### src/design/nvp_pkg.sv
`default_nettype none

package nvp_pkg;

  // Fixed-point format and input width.
  localparam int FRAC_BITS   = 8;
  localparam int TARGET_BITS = 14;

  // Register and result field widths.
  localparam int GAIN_W   = 16;
  localparam int LIMIT_W  = 14;
  localparam int UPPER_W  = 14;
  localparam int LOWER_W  = 15;
  localparam int DBAND_W  = 8;
  localparam int NPOS_W   = 15;
  localparam int DOUT_W   = 16;
  localparam int CFG_W    = 16;
  localparam int CFG_IDX_W = 3;

  // Internal datapath widths, all signed.
  localparam int POS_W    = LOWER_W + FRAC_BITS;
  localparam int TGT_FX_W = TARGET_BITS + FRAC_BITS + 1;
  localparam int PB_W     = (TGT_FX_W > POS_W) ? TGT_FX_W : POS_W;
  localparam int ERR_W    = PB_W + 1;
  localparam int D1_W     = ERR_W + 1;
  localparam int D2_W     = ERR_W + 2;
  localparam int PROD_W   = D2_W + GAIN_W + 1;
  localparam int SUM_W    = PROD_W + 2;
  localparam int INC_W    = SUM_W - GAIN_W;
  localparam int DRV_W    = 32;
  localparam int DSUM_W   = ((INC_W > DRV_W) ? INC_W : DRV_W) + 1;
  localparam int PSUM_W   = ((PB_W > DRV_W) ? PB_W : DRV_W) + 1;
  localparam int IDRV_W   = DRV_W - FRAC_BITS;

  // Register indexes on the configuration port.
  typedef enum logic [CFG_IDX_W-1:0] {
    REG_GAIN_PROP   = 3'd0,
    REG_GAIN_INTEG  = 3'd1,
    REG_GAIN_DERIV  = 3'd2,
    REG_DRIVE_LIMIT = 3'd3,
    REG_POS_UPPER   = 3'd4,
    REG_POS_LOWER   = 3'd5,
    REG_DEAD_BAND   = 3'd6
  } nvp_reg_e;

  // Reset values of the registers.
  localparam logic [GAIN_W-1:0]         GAIN_PROP_RST   = 16'd6554;
  localparam logic [GAIN_W-1:0]         GAIN_INTEG_RST  = 16'd328;
  localparam logic [GAIN_W-1:0]         GAIN_DERIV_RST  = 16'd3277;
  localparam logic [LIMIT_W-1:0]        DRIVE_LIMIT_RST = 14'd3000;
  localparam logic [UPPER_W-1:0]        POS_UPPER_RST   = 14'd8250;
  localparam logic signed [LOWER_W-1:0] POS_LOWER_RST   = -15'sd250;
  localparam logic [DBAND_W-1:0]        DEAD_BAND_RST   = 8'd1;

  typedef struct packed {
    logic [GAIN_W-1:0]         gain_prop;
    logic [GAIN_W-1:0]         gain_integ;
    logic [GAIN_W-1:0]         gain_deriv;
    logic [LIMIT_W-1:0]        drive_limit;
    logic [UPPER_W-1:0]        pos_upper;
    logic signed [LOWER_W-1:0] pos_lower;
    logic [DBAND_W-1:0]        dead_band;
  } nvp_cfg_t;

  // Loop state carried from one word to the next.
  typedef struct packed {
    logic signed [POS_W-1:0] position;
    logic signed [DRV_W-1:0] last_drive;
    logic signed [ERR_W-1:0] err_prev;
    logic signed [ERR_W-1:0] err_prev2;
  } nvp_state_t;

endpackage

`default_nettype wire

### src/design/needle_velocity_pid_unit.sv
// Flow: an accepted word passes the input register and then the result
// register, where it waits until it is taken.
// Throughput: one word per cycle while the output does not stall; the whole
// update is combinational between the input and result registers, which also
// closes the state loop. Reset clears position, drive and error history to
// zero, loads the register defaults and empties both pipeline stages.
`default_nettype none

module needle_velocity_pid_unit import nvp_pkg::*; (
  input  wire logic                       clk_i,
  input  wire logic                       rst_ni,
  // Configuration write port
  input  wire logic                       cfg_we_i,
  input  wire logic [CFG_IDX_W-1:0]       cfg_idx_i,
  input  wire logic [CFG_W-1:0]           cfg_data_i,
  // Input channel
  input  wire logic                       in_valid_i,
  output logic                            in_stall_o,
  input  wire logic [TARGET_BITS-1:0]     target_rpm_i,
  // Output channel
  output logic                            out_valid_o,
  input  wire logic                       out_stall_i,
  output logic signed [NPOS_W-1:0]        needle_pos_o,
  output logic signed [DOUT_W-1:0]        drive_out_o
);

  nvp_cfg_t                    cfg_q;
  nvp_state_t                  state_q;
  nvp_state_t                  state_d;
  logic                        in_valid_q;
  logic [TARGET_BITS-1:0]      target_q;
  logic                        out_valid_q;
  logic signed [NPOS_W-1:0]    npos_q;
  logic signed [NPOS_W-1:0]    npos_d;
  logic signed [DOUT_W-1:0]    dout_q;
  logic signed [DOUT_W-1:0]    dout_d;
  logic                        out_free;
  logic                        advance;
  logic                        in_take;

  // Handshake: the result stage frees up when empty or when its word is taken.
  assign out_free   = !out_valid_q || !out_stall_i;
  assign advance    = in_valid_q && out_free;
  assign in_stall_o = in_valid_q && !out_free;
  assign in_take    = in_valid_i && !in_stall_o;

  // Configuration registers.
  always_ff @(posedge clk_i or negedge rst_ni) begin
    if (!rst_ni) begin
      cfg_q.gain_prop   <= GAIN_PROP_RST;
      cfg_q.gain_integ  <= GAIN_INTEG_RST;
      cfg_q.gain_deriv  <= GAIN_DERIV_RST;
      cfg_q.drive_limit <= DRIVE_LIMIT_RST;
      cfg_q.pos_upper   <= POS_UPPER_RST;
      cfg_q.pos_lower   <= POS_LOWER_RST;
      cfg_q.dead_band   <= DEAD_BAND_RST;
    end else if (cfg_we_i) begin
      case (nvp_reg_e'(cfg_idx_i))
        REG_GAIN_PROP:   cfg_q.gain_prop   <= cfg_data_i[GAIN_W-1:0];
        REG_GAIN_INTEG:  cfg_q.gain_integ  <= cfg_data_i[GAIN_W-1:0];
        REG_GAIN_DERIV:  cfg_q.gain_deriv  <= cfg_data_i[GAIN_W-1:0];
        REG_DRIVE_LIMIT: cfg_q.drive_limit <= cfg_data_i[LIMIT_W-1:0];
        REG_POS_UPPER:   cfg_q.pos_upper   <= cfg_data_i[UPPER_W-1:0];
        REG_POS_LOWER:   cfg_q.pos_lower   <= $signed(cfg_data_i[LOWER_W-1:0]);
        REG_DEAD_BAND:   cfg_q.dead_band   <= cfg_data_i[DBAND_W-1:0];
        default: begin
        end
      endcase
    end
  end

  // Update datapath.
  nvp_update u_update (
    .target_i     (target_q),
    .cfg_i        (cfg_q),
    .state_i      (state_q),
    .state_o      (state_d),
    .needle_pos_o (npos_d),
    .drive_out_o  (dout_d)
  );

  // Valid flags and loop state.
  always_ff @(posedge clk_i or negedge rst_ni) begin
    if (!rst_ni) begin
      in_valid_q  <= 1'b0;
      out_valid_q <= 1'b0;
      state_q     <= '0;
    end else begin
      if (in_take) begin
        in_valid_q <= 1'b1;
      end else if (advance) begin
        in_valid_q <= 1'b0;
      end
      if (advance) begin
        out_valid_q <= 1'b1;
        state_q     <= state_d;
      end else if (!out_stall_i) begin
        out_valid_q <= 1'b0;
      end
    end
  end

  // Payload registers.
  always_ff @(posedge clk_i) begin
    if (in_take) begin
      target_q <= target_rpm_i;
    end
    if (advance) begin
      npos_q <= npos_d;
      dout_q <= dout_d;
    end
  end

  assign out_valid_o  = out_valid_q;
  assign needle_pos_o = npos_q;
  assign drive_out_o  = dout_q;

endmodule

`default_nettype wire

### src/design/nvp_update.sv
`default_nettype none

module nvp_update import nvp_pkg::*; (
  input  wire logic [TARGET_BITS-1:0]  target_i,
  input  wire nvp_cfg_t                cfg_i,
  input  wire nvp_state_t              state_i,
  output nvp_state_t                   state_o,
  output logic signed [NPOS_W-1:0]     needle_pos_o,
  output logic signed [DOUT_W-1:0]     drive_out_o
);

  localparam logic signed [SUM_W-1:0]  RoundHalf = SUM_W'(32768);
  localparam logic signed [DSUM_W-1:0] DrvMin =
    DSUM_W'($signed({1'b1, {(DRV_W-1){1'b0}}}));
  localparam logic signed [IDRV_W-1:0] IdrvMin = IDRV_W'(-32768);

  logic signed [TGT_FX_W-1:0] tgt_fx;
  logic signed [ERR_W-1:0]    err;
  logic [ERR_W-1:0]           mag;
  logic [ERR_W-1:0]           db_fx;
  logic                       snap;
  logic signed [D1_W-1:0]     d1;
  logic signed [D2_W-1:0]     d2;
  logic signed [GAIN_W:0]     gp_s;
  logic signed [GAIN_W:0]     gi_s;
  logic signed [GAIN_W:0]     gd_s;
  logic signed [PROD_W-1:0]   p_prop;
  logic signed [PROD_W-1:0]   p_integ;
  logic signed [PROD_W-1:0]   p_deriv;
  logic signed [SUM_W-1:0]    sum;
  logic signed [SUM_W-1:0]    rnd;
  logic signed [INC_W-1:0]    inc;
  logic signed [DSUM_W-1:0]   dsum;
  logic signed [DSUM_W-1:0]   lim;
  logic signed [DSUM_W-1:0]   drive_c;
  logic signed [DRV_W-1:0]    drive;
  logic signed [PB_W-1:0]     pos_base;
  logic signed [PSUM_W-1:0]   psum;
  logic signed [PSUM_W-1:0]   hi;
  logic signed [PSUM_W-1:0]   lo;
  logic signed [PSUM_W-1:0]   pos_c;
  logic signed [POS_W-1:0]    pos_new;
  logic signed [IDRV_W-1:0]   idrv;

  // Error against the current position and the deadband test on its magnitude.
  always_comb begin
    tgt_fx = $signed({1'b0, target_i, {FRAC_BITS{1'b0}}});
    err    = ERR_W'(tgt_fx) - ERR_W'(state_i.position);
    mag    = err[ERR_W-1] ? ERR_W'(-err) : ERR_W'(err);
    db_fx  = ERR_W'({cfg_i.dead_band, {FRAC_BITS{1'b0}}});
    snap   = (mag < db_fx);
  end

  // Velocity-form increment, rounded to nearest with ties toward plus infinity.
  always_comb begin
    d1      = D1_W'(err) - D1_W'(state_i.err_prev);
    d2      = D2_W'(err) - (D2_W'(state_i.err_prev) <<< 1) + D2_W'(state_i.err_prev2);
    gp_s    = $signed({1'b0, cfg_i.gain_prop});
    gi_s    = $signed({1'b0, cfg_i.gain_integ});
    gd_s    = $signed({1'b0, cfg_i.gain_deriv});
    p_prop  = PROD_W'(gp_s) * PROD_W'(d1);
    p_integ = PROD_W'(gi_s) * PROD_W'(err);
    p_deriv = PROD_W'(gd_s) * PROD_W'(d2);
    sum     = SUM_W'(p_prop) + SUM_W'(p_integ) + SUM_W'(p_deriv);
    rnd     = sum + RoundHalf;
    inc     = $signed(rnd[SUM_W-1:GAIN_W]);
  end

  // New drive: clamped above at the limit, saturated below at the 32-bit minimum.
  always_comb begin
    dsum = DSUM_W'(state_i.last_drive) + DSUM_W'(inc);
    lim  = $signed(DSUM_W'({cfg_i.drive_limit, {FRAC_BITS{1'b0}}}));
    if (dsum > lim) begin
      drive_c = lim;
    end else if (dsum < DrvMin) begin
      drive_c = DrvMin;
    end else begin
      drive_c = dsum;
    end
    drive = $signed(drive_c[DRV_W-1:0]);
  end

  // Position update, upper bound first and then lower bound.
  always_comb begin
    pos_base = snap ? PB_W'(tgt_fx) : PB_W'(state_i.position);
    psum     = PSUM_W'(pos_base) + PSUM_W'(drive);
    hi       = $signed(PSUM_W'({cfg_i.pos_upper, {FRAC_BITS{1'b0}}}));
    lo       = PSUM_W'($signed({cfg_i.pos_lower, {FRAC_BITS{1'b0}}}));
    pos_c    = psum;
    if (pos_c > hi) begin
      pos_c = hi;
    end
    if (pos_c < lo) begin
      pos_c = lo;
    end
    pos_new = $signed(pos_c[POS_W-1:0]);
  end

  // Next state and the integer parts shown at the outputs.
  always_comb begin
    state_o.position   = pos_new;
    state_o.last_drive = drive;
    state_o.err_prev   = err;
    state_o.err_prev2  = state_i.err_prev;
    needle_pos_o       = $signed(pos_new[POS_W-1:FRAC_BITS]);
    idrv               = $signed(drive[DRV_W-1:FRAC_BITS]);
    if (idrv < IdrvMin) begin
      drive_out_o = DOUT_W'(IdrvMin);
    end else begin
      drive_out_o = DOUT_W'(idrv);
    end
  end

endmodule

`default_nettype wire

### config.mk
export PLATFORM = sky130hd
export DESIGN_NAME = needle_velocity_pid_unit
export DESIGN_NICKNAME = d
export VERILOG_FILES = /design/src/design/nvp_pkg.sv /design/src/design/needle_velocity_pid_unit.sv /design/src/design/nvp_update.sv
export SDC_FILE = /design/constraint.sdc
export NUM_CORES = 2
export LEC_CHECK = 0
export ABC_CLOCK_PERIOD_IN_PS = 22800
export BUFFER_PORTS_ARGS = -buffer_cell sky130_fd_sc_hd__buf_2
export CORE_ASPECT_RATIO = 1.2
export CORE_MARGIN = 1.5
export CORE_UTILIZATION = 35
export CTS_CLUSTER_SIZE = 28
export DETAILED_ROUTE_END_ITERATION = 12
export GPL_TIMING_DRIVEN = 0
export PLACE_DENSITY_LB_ADDON = 0.08
export SYNTH_ARGS = -nofsm -noshare
export SYNTH_HDL_FRONTEND = slang
export SYNTH_SLANG_ARGS = --single-unit
### constraint.sdc
create_clock -name clk_i -period 22.8 [get_ports clk_i]
set_input_delay 1.14 -clock clk_i [delete_from_list [all_inputs] [get_ports clk_i]]
set_output_delay 1.14 -clock clk_i [all_outputs]
set_load 0.005 [all_outputs]
=== Word level (Yosys, flattened, before mapping) ===
Index checks and enable logic that the tools add are counted.

* Flip-flop bits (word level): 249
* Latch bits: 0
* RAM bits: 0
* ROM bits: 0
* Input bits: 38
* Output and inout port bits: 33
* Word-level logic and storage cells: 69
* Memories: 0

* $add $sub $neg: 10
* Multiply operators: 3
* Divide/modulo/power cells: 0
* $lt $le $gt $ge: 6
* Equality and inequality tests: 7
* Shifts and indexed selects: 0
* Muxes and demuxes: 10
* Bitwise operators: 0
* Reductions and logical operators: 17

{| class="wikitable"
|+ Operators with widths
! operator !! count
|-
| 33-bit by 23-bit greater-than comparator with 1-bit output || 2
|-
| 32-bit 2-to-1 mux || 2
|-
| 23-bit 2-to-1 mux || 2
|-
| 45-bit by 17-bit adder with 45-bit output (second input constant) || 1
|-
| 43-bit by 43-bit adder with 44-bit output || 1
|-
| 42-bit by 41-bit adder with 43-bit output || 1
|-
| 17-bit by 26-bit multiplier with 43-bit output || 1
|-
| 17-bit by 25-bit multiplier with 42-bit output || 1
|-
| 17-bit by 24-bit multiplier with 41-bit output || 1
|-
| 23-bit by 32-bit adder with 33-bit output || 1
|-
| 32-bit by 29-bit adder with 33-bit output || 1
|-
| 33-bit by 23-bit less-than comparator with 1-bit output || 1
|-
| 33-bit by 32-bit less-than comparator with 1-bit output (second input constant) || 1
|-
| 33-bit 2-to-1 mux || 1
|-
| 26-bit by 24-bit adder with 26-bit output || 1
|-
| 24-bit by 25-bit subtractor with 26-bit output || 1
|-
| 24-bit by 24-bit subtractor with 25-bit output || 1
|-
| 24-bit by 16-bit less-than comparator with 1-bit output || 1
|-
| 24-bit by 16-bit less-than comparator with 1-bit output (second input constant) || 1
|-
| 24-bit 2-to-1 mux || 1
|-
| 24-bit negator || 1
|-
| 23-bit by 23-bit subtractor with 24-bit output || 1
|-
| 2-bit AND reduction || 7
|-
| 3-bit == test (second input constant) || 3
|-
| other kinds (9) || 18
|}

=== Logic depth before layout (Yosys ltp) ===
* Depth in word-level cells: 15
* Mapped depth: 105
* Depth with buffers taken out: 100

=== Modules after synthesis ===
Synthesis repeated with hierarchy kept, for this count alone.

* Cells, all modules: 6796
* Area, all modules: 64576.9 µm²

{| class="wikitable"
|+ By module, submodules not included
! module !! instances !! cells each !! area each (µm²) !! seq. area each (µm²)
|-
| nvp_update || 1 || 6311 || 55505.7 || 0.0
|-
| needle_velocity_pid_unit || 1 || 485 || 9071.2 || 6505.0
|}

=== Worst setup path after synthesis ===
Ideal clock, no wire load.

* Path kind: reg2reg
* From: register state_q[80] (netlist bit)
* To: register state_q[100] (netlist bit)
* Library setup time: 0.125 ns
* Arrival: 23.867 ns
* Data required time: 22.675 ns
* Path slack: -1.191 ns
* Cell stages (with the launch flop): 103
* Buffers on the path: 6
* Clock period less this slack: 23.991 ns
* Path through: dfrtp_1 > clkbuf_1 > inv_1 > ha_1 > or4b_1 > nor4_1 > xnor2_1 > inv_2 > clkbuf_1 > fa_1 > ha_1 > a21o_1 > a21o_1 > a21oi_1 > nor4b_1 > a2111oi_0 > o31a_1 > o211a_1 > [67 not listed] > and4_1 > a21o_1 > buf_2 > mux2_2 > ha_1 > a21o_1 > a21o_1 > a21o_1 > a21o_1 > a21o_1 > a211oi_1 > o21ai_0 > or4_1 > a2111oi_2 > a211oi_2 > buf_2 > mux2_2 > mux2_2

{| class="wikitable"
|+ RTL lines
! what !! line !! source
|-
| start: declaration || needle_velocity_pid_unit.sv:28 || <nowiki>nvp_state_t state_q;</nowiki>
|-
| start signal: assignment || needle_velocity_pid_unit.sv:96 || <nowiki>state_q <= state_d;</nowiki>
|}

==> flow_summary.ini <==
[clocking]
clkLatencyLatePin_ns = 0.60
cts.sinks = 249
cts_buffers = 36
htree_levels = 2
clkSlewWorstSetupHoldPaths_ns = 0.06
cts_tree = yes
cts_buffer_depth = 3
holdBufCountCts = 0
cts_root_buffer = clkbuf_16

[setup_path]
path_class = reg2reg
rr_worst_depth = 99
r2r_slack_ns = -1.05
crit_required_ns = 23.27
cpMostUsedCell = fa_1
rr_startpoint = state_q[80]
start_kind = flop
worstPathArrival_ns = 24.32
crit_path_max_incr_delay_ns = 0.58
reg2reg_to = state_q[101]
path_max_fanout = 5
critPathCaptureType = flop
crit_path_top_delay_cell = fa_1

[synthesis]
syn-cell-area_um2 = 63160
ys_seq_elements = 249
yosysTopAreaCellShare = 0.4358
yosysUniqueCellTypes = 108
synth-async-reset-ratio = 0.8193
seq_area_frac_synth = 0.1030
yosys_warnings = 0
synth_cells = 6649
ys_top_cells_by_area = fa_1 (44%), inv_1 (8.8%), ha_1 (8.5%)
synth_area_leader_cell = fa_1
yosys_most_used_dff = dfrtp_1
syn-num-nets = 8493
synth_edf_count = 45
postSynthAreaPerCell_um2 = 9.499

[floorplanning]
die_width_um = 390.8
fp.dieH_um = 468.4
ios = 71
coreArea_um2 = 179100
die_area_um2 = 183000
initial_core_util = 0.3527
rows = 170

[hold_path]
min-delay-path-class = reg2reg
min_from = state_q[46]
min_delay_worst_endpoint = state_q[46]
hold_path_depth = 2

[route]
wire_per_inst_um = 25.92
drc = 0
vias = 47580
drtIter0Drc = 3079
dr.pass1.iters = 7
routed_wl_mm = 243.5
ant_nets = 0
via_per_inst = 5.064

[sta]
slew_viol_final = 11
tightest_slew_ns = 1.505
fmax_ghz = 0.04193
rsz0062_at_grt = true
min_period_ns = 23.85
finalCritPeriodShare = 1.046
finalSetupViolCount = 38
tns_ns = -34.25
hold_viol_final = 0
slew_headroom = -0.003389
clock_skew_ns = 0.03395
setup_ws_ns = -1.052

[grt]
grt_util_all_layers = 0.2730
antenna_found_initial = 32
grt_pass1_wl_mm = 356.0
grt-ovfl-total = 0
grt_max_degree = 103
grt_pass1_vias = 50950

[run_status]
violations = capacitance limit, slew limit, setup timing
status = complete, but fails checks

[place]
place.gp.congestion = 0.9257
pre_cts_ws_ns = -7.217
port_buffers = 68
dp.cells = 9146
place_hpwl_mm = 204.1

[finish]
final_core_util = 0.4066
nNetsFinal = 8794
fin_cells = 9395
multi_input_area_um2 = 52880
fill_cells = 18260
area_growth_pct = 15.29
mostFrequentLayoutCells = inv_1 (1466), fa_1 (1359), nand2_1 (801)
final_common_cell = inv_1
ff_latch_area_um2 = 6507
drive_above_1_share = 0.1479

[run]
maxCapViolCount = 1
Yosys cell counts, drive strengths merged (19+ instances only):
cell type	n
o21a	33
buf	24
xor2	52
dfrtp	165
dfstp	39
and3	29
nand3	48
a211oi	27
clkbuf	239
o21ai	155
nor3	56
a22o	32
and2	583
ha	431
or3	19
a31oi	23
a21oi	143
nand4	25
nand2b	35
edfxtp	45
nor2	135
fa	1375
inv	1480
mux2	168
a21o	69
nor2b	38
nand2	813
xnor2	135
final cells by class:
cell class                      count  area share
Sequential cell                   249     0.08937
Timing Repair Buffer              272     0.03064
Buffer                            254     0.01971
Clock buffer                       51     0.01412
Multi-Input combinational cell   4656      0.7262
Tap cell                         2408     0.04138
Clock inverter                     13    0.001546
Antenna cell                       11   0.0003780
Inverter                         1481     0.07670
layer usage:
metal | track usage | part of all wire | up-vias
li1 | - | - | 20820
met1 | 0.3241 | 0.37 | 25190
met2 | 0.5043 | 0.53 | 1231
met3 | 0.02344 | 0.045 | 326
met4 | 0.1121 | 0.052 | 6
met5 | 0 | 0.00027 | -
through the flow:
stage	hold WS, ns	area (um2)
3_5_place_dp	0.4751	67230
2_1_floorplan	0.4498	63350
6_report	0.4870	72820
4_1_cts	0.4760	72050
5_1_grt	0.4964	72790
3_3_place_gp	0.4691	66700
cells by family (layout without fill, tap and decap cells):
family	count (synthesis)	in the layout	synth area share
simple gates	1855	1855	0.1469
xor+xnor	187	187	0.02593
fa+ha+maj	1806	1806	0.5212
other cells	0	11	0
flops	249	249	0.1030
mux	176	176	0.03181
buf+inv	1744	2071	0.1040
compound gates	632	632	0.06713
worst max-delay path by stage:
stage / to / startpoint / slack [ns]
after floorplan: state_q[100] / state_q[80] / 0.02
after global placement: state_q[100] / state_q[80] / -7.78
after detailed placement: state_q[100] / state_q[80] / -7.22
after CTS: state_q[101] / state_q[80] / -1.04
after global routing: state_q[101] / state_q[80] / -1.72
final: state_q[101] / state_q[80] / -1.05
registers in the layout (all words and copies together) (netlist names):
register / cells
needle_pos_o: 15
in_valid_q: 1
drive_out_o: 16
target_q: 14
cfg_q: 99
out_valid_o: 1
state_q: 103
repair_timing:
action                     CTS  global route
gates resized for setup    530           128
pin swaps                  167            59
buffers inserted           153            31
hold endpoints to repair     0             0
cloned                       1             0
setup endpoints to repair   38            38
critical path: cells and delay by family, from the launching register on:
family                     cells  cell delay [ns]
muxes                          3             0.92
and+or+nand+nor               29             6.81
AOI/OAI and AO/OA             28             5.55
buffers and inverters         16             1.88
xor gates and xnor gates       4             0.67
adders and majority gates     19             7.39
DFF                            1             0.46
Power is not shown: default switching activity piles up to over one toggle a cycle in this logic, so the estimate is an artifact.
